--- config.mk ---
export PLATFORM = sky130hd
export DESIGN_NAME = column_profile_char_segmenter
export DESIGN_NICKNAME = d
export VERILOG_FILES = /design/src/design/cps_pkg.sv /design/src/design/cps_in_stage.sv /design/src/design/cps_seg_core.sv /design/src/design/cps_out_skid.sv /design/src/design/column_profile_char_segmenter.sv
export SDC_FILE = /design/constraint.sdc
export NUM_CORES = 1
export LEC_CHECK = 0
export BUFFER_PORTS_ARGS = -buffer_cell sky130_fd_sc_hd__buf_2
export CORE_MARGIN = 2
export CORE_UTILIZATION = 54
export DETAILED_ROUTE_END_ITERATION = 7
export HOLD_SLACK_MARGIN = 0.02
export PLACE_DENSITY = 0.84
export SLEW_MARGIN = 40
export SYNTH_ARGS = -nofsm -noshare
export SYNTH_HDL_FRONTEND = slang
export SYNTH_SLANG_ARGS = --single-unit
--- constraint.sdc ---
create_clock -name aclk -period 4 [get_ports aclk]
set_input_delay 0.4 -clock aclk [delete_from_list [all_inputs] [get_ports aclk]]
set_output_delay 0.4 -clock aclk [all_outputs]
set_load 0.1 [all_outputs]
--- src/design/cps_pkg.sv ---
`timescale 1ns / 1ps
`default_nettype none
// ----------------------------------------------------------------------------
// cps_pkg
// Shared widths, constants and transaction types of the column profile
// character segmenter.
// ----------------------------------------------------------------------------
package cps_pkg;

    localparam int PIX_W = 8;
    localparam int IDX_W = 10;
    localparam int ACC_W = 18;

    localparam int DEF_MAX_WIDTH = 1024;

    localparam logic [PIX_W-1:0] PIX_WHITE      = 8'd255;
    localparam logic [IDX_W-1:0] EDGE_MIN_RESET = 10'd3;

    // One input pixel with its column markers.
    typedef struct packed {
        logic             last_col;
        logic             col_end;
        logic [PIX_W-1:0] pixel;
    } cps_item_t;

    // One found character segment.
    typedef struct packed {
        logic [IDX_W-1:0] seg_width;
        logic [IDX_W-1:0] seg_start;
    } cps_seg_t;

    // Handshake between the core and the output buffer.
    typedef struct packed {
        logic     push;
        cps_seg_t seg;
    } cps_push_t;

endpackage
`default_nettype wire

--- src/design/cps_in_stage.sv ---
`timescale 1ns / 1ps
`default_nettype none
// ----------------------------------------------------------------------------
// cps_in_stage
// Input register that holds one pixel transaction for the segmenter core.
// ----------------------------------------------------------------------------
module cps_in_stage
    import cps_pkg::*;
(
    input  wire logic      aclk,
    input  wire logic      aresetn,
    input  wire logic      s_valid,
    output logic           s_ready,
    input  wire cps_item_t s_item,
    output logic           item_valid,
    output cps_item_t      item,
    input  wire logic      item_take
);

    logic      valid_reg;
    logic      valid_next;
    cps_item_t item_reg;

    // The register frees when empty or when the core takes its item.
    assign s_ready    = !valid_reg || item_take;
    assign valid_next = (s_valid && s_ready) || (valid_reg && !item_take);

    always_ff @(posedge aclk) begin
        if (!aresetn) begin
            valid_reg <= 1'b0;
        end else begin
            valid_reg <= valid_next;
        end
    end

    // Payload loads on every accepted transaction.
    always_ff @(posedge aclk) begin
        if (s_valid && s_ready) begin
            item_reg <= s_item;
        end
    end

    assign item_valid = valid_reg;
    assign item       = item_reg;

endmodule
`default_nettype wire

--- src/design/cps_seg_core.sv ---
`timescale 1ns / 1ps
`default_nettype none
// ----------------------------------------------------------------------------
// cps_seg_core
// Column accumulator, region tracking and segment decision, one pixel per
// cycle while the output buffer has room, plus the minimum edge width register.
// ----------------------------------------------------------------------------
module cps_seg_core
    import cps_pkg::*;
#(
    parameter int MAX_WIDTH = DEF_MAX_WIDTH
) (
    input  wire logic             aclk,
    input  wire logic             aresetn,
    input  wire logic             cfg_we,
    input  wire logic [IDX_W-1:0] cfg_wdata,
    input  wire logic             item_valid,
    input  wire cps_item_t        item,
    input  wire logic             out_ready,
    output logic                  item_take,
    output cps_push_t             out_push
);

    localparam int IDX_MAX_I   = (1 << IDX_W) - 1;
    localparam int IDX_LIMIT_I = (MAX_WIDTH - 1 > IDX_MAX_I) ? IDX_MAX_I : MAX_WIDTH - 1;
    localparam logic [IDX_W-1:0] IDX_LIMIT = IDX_LIMIT_I[IDX_W-1:0];

    logic [IDX_W-1:0] edge_min_reg;
    logic [ACC_W-1:0] accum_reg, accum_next;
    logic [IDX_W-1:0] index_reg, index_next;
    logic             in_region_reg, in_region_next;
    logic [IDX_W-1:0] start_reg, start_next;

    logic [ACC_W:0]   sum_wide;
    logic [ACC_W-1:0] sum;
    logic             sum_zero;
    logic [IDX_W-1:0] width;
    logic             emit;

    assign item_take = item_valid && out_ready;

    // Configuration register.
    always_ff @(posedge aclk) begin
        if (!aresetn) begin
            edge_min_reg <= EDGE_MIN_RESET;
        end else if (cfg_we) begin
            edge_min_reg <= cfg_wdata;
        end
    end

    // Saturating sum of inverted pixels over the column.
    assign sum_wide = {1'b0, accum_reg} + {{(ACC_W + 1 - PIX_W){1'b0}}, PIX_WHITE - item.pixel};
    assign sum      = sum_wide[ACC_W] ? {ACC_W{1'b1}} : sum_wide[ACC_W-1:0];
    assign sum_zero = (sum == '0);
    assign width    = index_reg - start_reg;

    // A segment closes on an empty column; narrow ones at the image edge drop.
    assign emit = item_take && item.col_end && in_region_reg && sum_zero &&
                  (width != '0) && !(item.last_col && (width < edge_min_reg));

    // Next state of the column and region tracking.
    always_comb begin
        accum_next     = accum_reg;
        index_next     = index_reg;
        in_region_next = in_region_reg;
        start_next     = start_reg;
        if (item_take) begin
            if (!item.col_end) begin
                accum_next = sum;
            end else begin
                accum_next = '0;
                if (!in_region_reg && !sum_zero) begin
                    in_region_next = 1'b1;
                    start_next     = index_reg;
                end else if (in_region_reg && sum_zero) begin
                    in_region_next = 1'b0;
                end
                if (item.last_col) begin
                    index_next     = '0;
                    in_region_next = 1'b0;
                end else if (index_reg < IDX_LIMIT) begin
                    index_next = index_reg + 1'b1;
                end
            end
        end
    end

    always_ff @(posedge aclk) begin
        if (!aresetn) begin
            accum_reg     <= '0;
            index_reg     <= '0;
            in_region_reg <= 1'b0;
            start_reg     <= '0;
        end else begin
            accum_reg     <= accum_next;
            index_reg     <= index_next;
            in_region_reg <= in_region_next;
            start_reg     <= start_next;
        end
    end

    assign out_push.push          = emit;
    assign out_push.seg.seg_start = start_reg;
    assign out_push.seg.seg_width = width;

    // The image edge always returns to column zero outside a region.
    a_edge_clear: assert property (@(posedge aclk) disable iff (!aresetn)
        item_take && item.col_end && item.last_col |=> (index_reg == '0) && !in_region_reg)
        else $error("column state not cleared at image end");

    // Only a closing column produces a segment.
    a_emit_close: assert property (@(posedge aclk) disable iff (!aresetn)
        emit |=> !in_region_reg)
        else $error("segment emitted while region stays open");

    // The column index never passes its limit.
    a_index_limit: assert property (@(posedge aclk) disable iff (!aresetn)
        index_reg <= IDX_LIMIT)
        else $error("column index beyond limit");

endmodule
`default_nettype wire

--- src/design/cps_out_skid.sv ---
`timescale 1ns / 1ps
`default_nettype none
// ----------------------------------------------------------------------------
// cps_out_skid
// Output register with a skid entry, so the upstream ready is registered.
// ----------------------------------------------------------------------------
module cps_out_skid
    import cps_pkg::*;
(
    input  wire logic      aclk,
    input  wire logic      aresetn,
    input  wire cps_push_t in_push,
    output logic           in_ready,
    output logic           m_valid,
    input  wire logic      m_ready,
    output cps_seg_t       m_seg
);

    logic     out_valid_reg, out_valid_next;
    logic     skid_valid_reg, skid_valid_next;
    cps_seg_t out_reg;
    cps_seg_t skid_reg;
    logic     out_load;

    assign in_ready = !skid_valid_reg;
    assign out_load = !out_valid_reg || m_ready;

    // Output register refills from the skid entry first.
    always_comb begin
        out_valid_next  = out_valid_reg;
        skid_valid_next = skid_valid_reg;
        if (out_load) begin
            out_valid_next  = skid_valid_reg || in_push.push;
            skid_valid_next = 1'b0;
        end else if (in_push.push) begin
            skid_valid_next = 1'b1;
        end
    end

    always_ff @(posedge aclk) begin
        if (!aresetn) begin
            out_valid_reg  <= 1'b0;
            skid_valid_reg <= 1'b0;
        end else begin
            out_valid_reg  <= out_valid_next;
            skid_valid_reg <= skid_valid_next;
        end
    end

    always_ff @(posedge aclk) begin
        if (out_load) begin
            out_reg <= skid_valid_reg ? skid_reg : in_push.seg;
        end else if (in_push.push) begin
            skid_reg <= in_push.seg;
        end
    end

    assign m_valid = out_valid_reg;
    assign m_seg   = out_reg;

    // The skid entry is only used behind a held output.
    a_skid_behind: assert property (@(posedge aclk) disable iff (!aresetn)
        skid_valid_reg |-> out_valid_reg)
        else $error("skid entry valid with empty output");

    // No push arrives while the skid entry is occupied.
    a_no_overflow: assert property (@(posedge aclk) disable iff (!aresetn)
        skid_valid_reg |-> !in_push.push)
        else $error("push into full output buffer");

    // A segment pushed into an empty output register is presented there in the next cycle.
    a_push_seen: assert property (@(posedge aclk) disable iff (!aresetn)
        in_push.push && !out_valid_reg |=> out_valid_reg && (out_reg == $past(in_push.seg)))
        else $error("pushed segment not presented");

endmodule
`default_nettype wire

--- src/design/column_profile_char_segmenter.sv ---
`timescale 1ns / 1ps
`default_nettype none
// ----------------------------------------------------------------------------
// column_profile_char_segmenter
// Character segmentation of a gray image by its vertical projection profile.
// ----------------------------------------------------------------------------
// Pixels stream in column-major order, one transaction per clock while the
// output buffer has room; the saturating column add and region update in the
// core are combinational. A transaction is held in the input register, and
// the segment it closes is pushed when the core takes it and reaches the
// output register directly or through the skid entry. s_tlast marks the last
// pixel of a column, s_tuser marks the pixels of the last column of the image.
// A column whose inverted sum is nonzero opens a region, an empty column closes
// it and emits start column and width. A region closed by the last column is
// dropped when narrower than the value written on cfg_wdata (reset 3); a region
// still open at the image end is dropped. No reset sweep is needed; the block
// accepts pixels right after reset.
// ----------------------------------------------------------------------------
module column_profile_char_segmenter
    import cps_pkg::*;
#(
    parameter int MAX_WIDTH = DEF_MAX_WIDTH
) (
    input  wire logic             aclk,
    input  wire logic             aresetn,
    input  wire logic             cfg_we,
    input  wire logic [IDX_W-1:0] cfg_wdata,
    input  wire logic             s_tvalid,
    output logic                  s_tready,
    input  wire logic [7:0]       s_tdata,   // [7:0] pixel
    input  wire logic             s_tlast,   // column_end
    input  wire logic             s_tuser,   // [0] last_column
    output logic                  m_tvalid,
    input  wire logic             m_tready,
    output logic [23:0]           m_tdata    // [9:0] seg_start, [19:10] seg_width, zero
);

    cps_item_t s_item;
    cps_item_t item;
    logic      item_valid;
    logic      item_take;
    logic      out_ready;
    cps_push_t out_push;
    cps_seg_t  m_seg;

    assign s_item.pixel    = s_tdata[PIX_W-1:0];
    assign s_item.col_end  = s_tlast;
    assign s_item.last_col = s_tuser;

    cps_in_stage u_in_stage (
        .aclk       (aclk),
        .aresetn    (aresetn),
        .s_valid    (s_tvalid),
        .s_ready    (s_tready),
        .s_item     (s_item),
        .item_valid (item_valid),
        .item       (item),
        .item_take  (item_take)
    );

    cps_seg_core #(
        .MAX_WIDTH (MAX_WIDTH)
    ) u_seg_core (
        .aclk       (aclk),
        .aresetn    (aresetn),
        .cfg_we     (cfg_we),
        .cfg_wdata  (cfg_wdata),
        .item_valid (item_valid),
        .item       (item),
        .out_ready  (out_ready),
        .item_take  (item_take),
        .out_push   (out_push)
    );

    cps_out_skid u_out_skid (
        .aclk     (aclk),
        .aresetn  (aresetn),
        .in_push  (out_push),
        .in_ready (out_ready),
        .m_valid  (m_tvalid),
        .m_ready  (m_tready),
        .m_seg    (m_seg)
    );

    assign m_tdata = {4'b0000, m_seg.seg_width, m_seg.seg_start};

endmodule
`default_nettype wire
==> flow_summary.yaml <==
final_layout:
  fin_nets: 674
  fillCellCount: 836
  drive_gt1_frac: 0.160
  seqCellArea_um2: 2540
  diodes: 0
  multi_input_area_um2: 2790
  post-route-util: 0.606
  stdcell_area_um2: 6170
  fin_cells: 760
  syn_to_final_growth_pct: 10.0
critical_path:
  required_ns: 4.06
  cpMaxStageDelayCell: "fa_1"
  cp-start-kind: "flip-flop"
  critPathCapture: "u_out_skid.skid_reg[13]$_DFFE_PP_"
  path_cells: "inv_1 > ha_1 > fa_1 > nor2b_1 > o2111ai_1 > nand4b_1 > and4_1 > nor2_1 > ha_1 > o21a_1 > o211a_1 > nor4bb_1 > o211ai_1 > nor3_2 > buf_4"
  crit_path_end_kind: "flip-flop"
  slowest_delay_ns: 0.41
  critPathMostFrequentCell: "ha_1"
  ff2ff_path_depth: 15
  reg2reg_slack_ns: 0.37
  startpoint: "u_seg_core.index_reg[0]$_SDFFE_PN0P_"
  critPathTopFamily: "simple AND/OR/NAND/NOR gates"
  criticalPathCategory: "reg2reg"
  crit_arrival_ns: 3.69
  r2r_start: "u_seg_core.index_reg[0]$_SDFFE_PN0P_"
  cp_max_fo: 20
  r2r-end: "u_out_skid.skid_reg[13]$_DFFE_PP_"
  crit_cells: 15
  cp_num_buf_inv: 2
global_routing:
  grtUsageMet3: 0.0441
  grt_pass1_wl_um: 20300
  grt_max_degree: 42
  use_met1: 0.309
  grt_antenna_before_repair: 0
  busiest_layer: "met2"
  grt_usage: 0.229
  first_global_vias: 4299
  use_met2: 0.373
  grt-ovfl-total: 0
worst_hold_path:
  hp-start: "s_tuser"
  hp-class: "in2reg"
routing:
  wl_per_cell_um: 16.4
  antenna_left: 0
  finalWirelength_um: 12500
  vias: 4561
  vias_per_cell: 6.00
  first_iter_violations: 437
  first_pass_iters: 5
  drc: 0
synthesis:
  synth_cells: 585
  ys.flop_type: "dfxtp_1"
  yosysUniqueCellTypes: 63
  synth_edf_count: 50
  synthArstFlopShare: 0
  yosys_warnings: 0
  synth_area_um2: 5610
  seq_area_frac_synth: 0.453
  synth-seq-cells: 102
  avgSynthCellArea_um2: 9.59
timing:
  hold-worst-slack_ns: 0.188
  tightest_slew_ns: 0.753
  finalSetupTns_ns: 0
  max_freq_mhz: 276
  finalHoldViolCount: 0
  worst_clock_skew_ns: 0.0129
  setup_viol: 0
  rsz0062_at_grt: "no"
  slew_headroom: 0.497
  fin_crit_sh: 0.907
  fin_ws_ns: 0.373
  maxSlewViolCount: 0
  finalCriticalPeriod_ns: 3.63
die:
  die_area_um2: 11200
  ios: 51
  core_um2: 10200
  num_rows: 37
  die_w_um: 106
  die_h_um: 106
  start_util: 0.551
run:
  drv_cap: 0
pwr:
  powerDensity_nw_per_um2: 332
  p_total_mw: 2.05
  power_leakage_nw: 2.55
  vdd.ir_drop.worst_mv: 0.198
placed_design:
  dpl_cell_area_um2: 5940
  gp_congestion: 0.908
  dp_hpwl_um: 9040
  pre_cts_ws_ns: 0.435
  place_inst: 745
  io_buffers: 46
clock_tree:
  clk_pin_slew_ns: 0.10
  clock_sinks: 102
  tritoncts: "yes"
  cts_buffers: 9
  cts_hold_buf: 0
  ctsHtreeMaxLevel: 3
  clockBufferDepth: 2
  cts_root_buffer: "clkbuf_8"
  clock_latency_ns: 0.38
status:
  status: "completed"
how the worst min path moves through the flow:
stage / depth (start not counted) / slack (ns) / end
finish: 1 / 0.19 / u_in_stage.item[9]$_DFFE_PP_
global route: 1 / 0.17 / u_in_stage.item[4]$_DFFE_PP_
CTS: 1 / 0.18 / u_in_stage.item[6]$_DFFE_PP_
detailed placement: 0 / 0.46 / u_out_skid.skid_reg[3]$_DFFE_PP_
global placement: 0 / 0.44 / u_out_skid.skid_reg[3]$_DFFE_PP_
floorplan: 0 / 0.43 / u_out_skid.skid_reg[2]$_DFFE_PP_
cells in the mapped netlist (4+ instances only):
master,instances,area (um2)
nand2_1,58,218
dfxtp_1,52,1040
edfxtp_1,50,1500
nor2_1,48,180
inv_1,43,161
a21oi_1,35,175
o21ai_0,30,150
ha_1,27,338
clkbuf_1,18,67.6
nor3_1,18,90.1
a211oi_1,13,97.6
a2bb2oi_1,11,96.3
mux2i_1,11,110
nand3_1,11,55.1
and3_1,9,56.3
o211ai_1,9,67.6
o311ai_2,9,146
xor2_1,9,78.8
a31oi_1,8,50.1
xnor2_1,7,61.3
a21o_1,6,45.0
nand2b_1,6,37.5
o21a_1,6,45.0
or3_1,6,37.5
buf_1,5,18.8
mux2_2,5,56.3
nand4_1,5,31.3
o221a_2,5,56.3
or2_2,5,31.3
a211o_1,4,35.0
a221oi_1,4,35.0
and4_1,4,35.0
buf_4,4,30.0
nor2b_1,4,25.0
o31ai_1,4,30.0
logic make-up (layout without fill, tap and decap cells):
logic type | Yosys count | after routing | share of synthesized area
flops | 102 | 102 | 0.453
xor+xnor | 16 | 16 | 0.0250
other cells | 1 | 4 | 0.000668
compound gates | 161 | 161 | 0.211
mux | 16 | 16 | 0.0297
simple gates | 185 | 185 | 0.158
fa+ha+maj | 29 | 29 | 0.0673
buf+inv | 75 | 111 | 0.0548
where the power goes:
| group | switching (mW) | internal (mW) | leakage (nW) |
|---|---|---|---|
| Clock | 0.357 | 0.412 | 0.115 |
| Combinational | 0.111 | 0.0552 | 1.46 |
| Sequential | 0.0110 | 1.11 | 0.974 |
cell type report:
type | instances | share of cell area
sequential | 102 | 0.412
timing repair buffer | 52 | 0.0446
multi-input combinational | 411 | 0.451
clock buffer | 9 | 0.0201
inverter | 44 | 0.0268
tap | 136 | 0.0276
clock inverter | 6 | 0.0180
metal layers:
metal / vias up / part of all wire
li1: 2209 / -
met1: 2151 / 0.44
met2: 182 / 0.48
met3: 19 / 0.068
met4: 0 / 0.017
met5: - / 0
layout by cell type, fill, tap and decap left out, drive strengths merged, types with 6 or more instances in the layout:
| cell type | Yosys | routed |
|---|---|---|
| edfxtp | 50 | 50 |
| o211ai | 9 | 9 |
| xnor2 | 7 | 7 |
| a21o | 6 | 6 |
| o311ai | 11 | 11 |
| nor3 | 19 | 19 |
| nand2b | 6 | 6 |
| a31oi | 8 | 8 |
| a2bb2oi | 11 | 11 |
| xor2 | 9 | 9 |
| dfxtp | 52 | 52 |
| o21a | 6 | 6 |
| clkbuf | 19 | 9 |
| nand2 | 59 | 59 |
| mux2i | 11 | 11 |
| and3 | 9 | 9 |
| or3 | 6 | 6 |
| ha | 27 | 27 |
| nor2 | 48 | 48 |
| o21ai | 31 | 31 |
| inv | 44 | 43 |
| buf | 12 | 52 |
| nand3 | 11 | 11 |
| a211oi | 13 | 13 |
| a21oi | 36 | 36 |
repair_timing:
action	in CTS	in global routing
buffers inserted	0	0
resized for setup	0	1
endpoints found under the setup margin	0	20
Power figures use the tool's default switching activity.
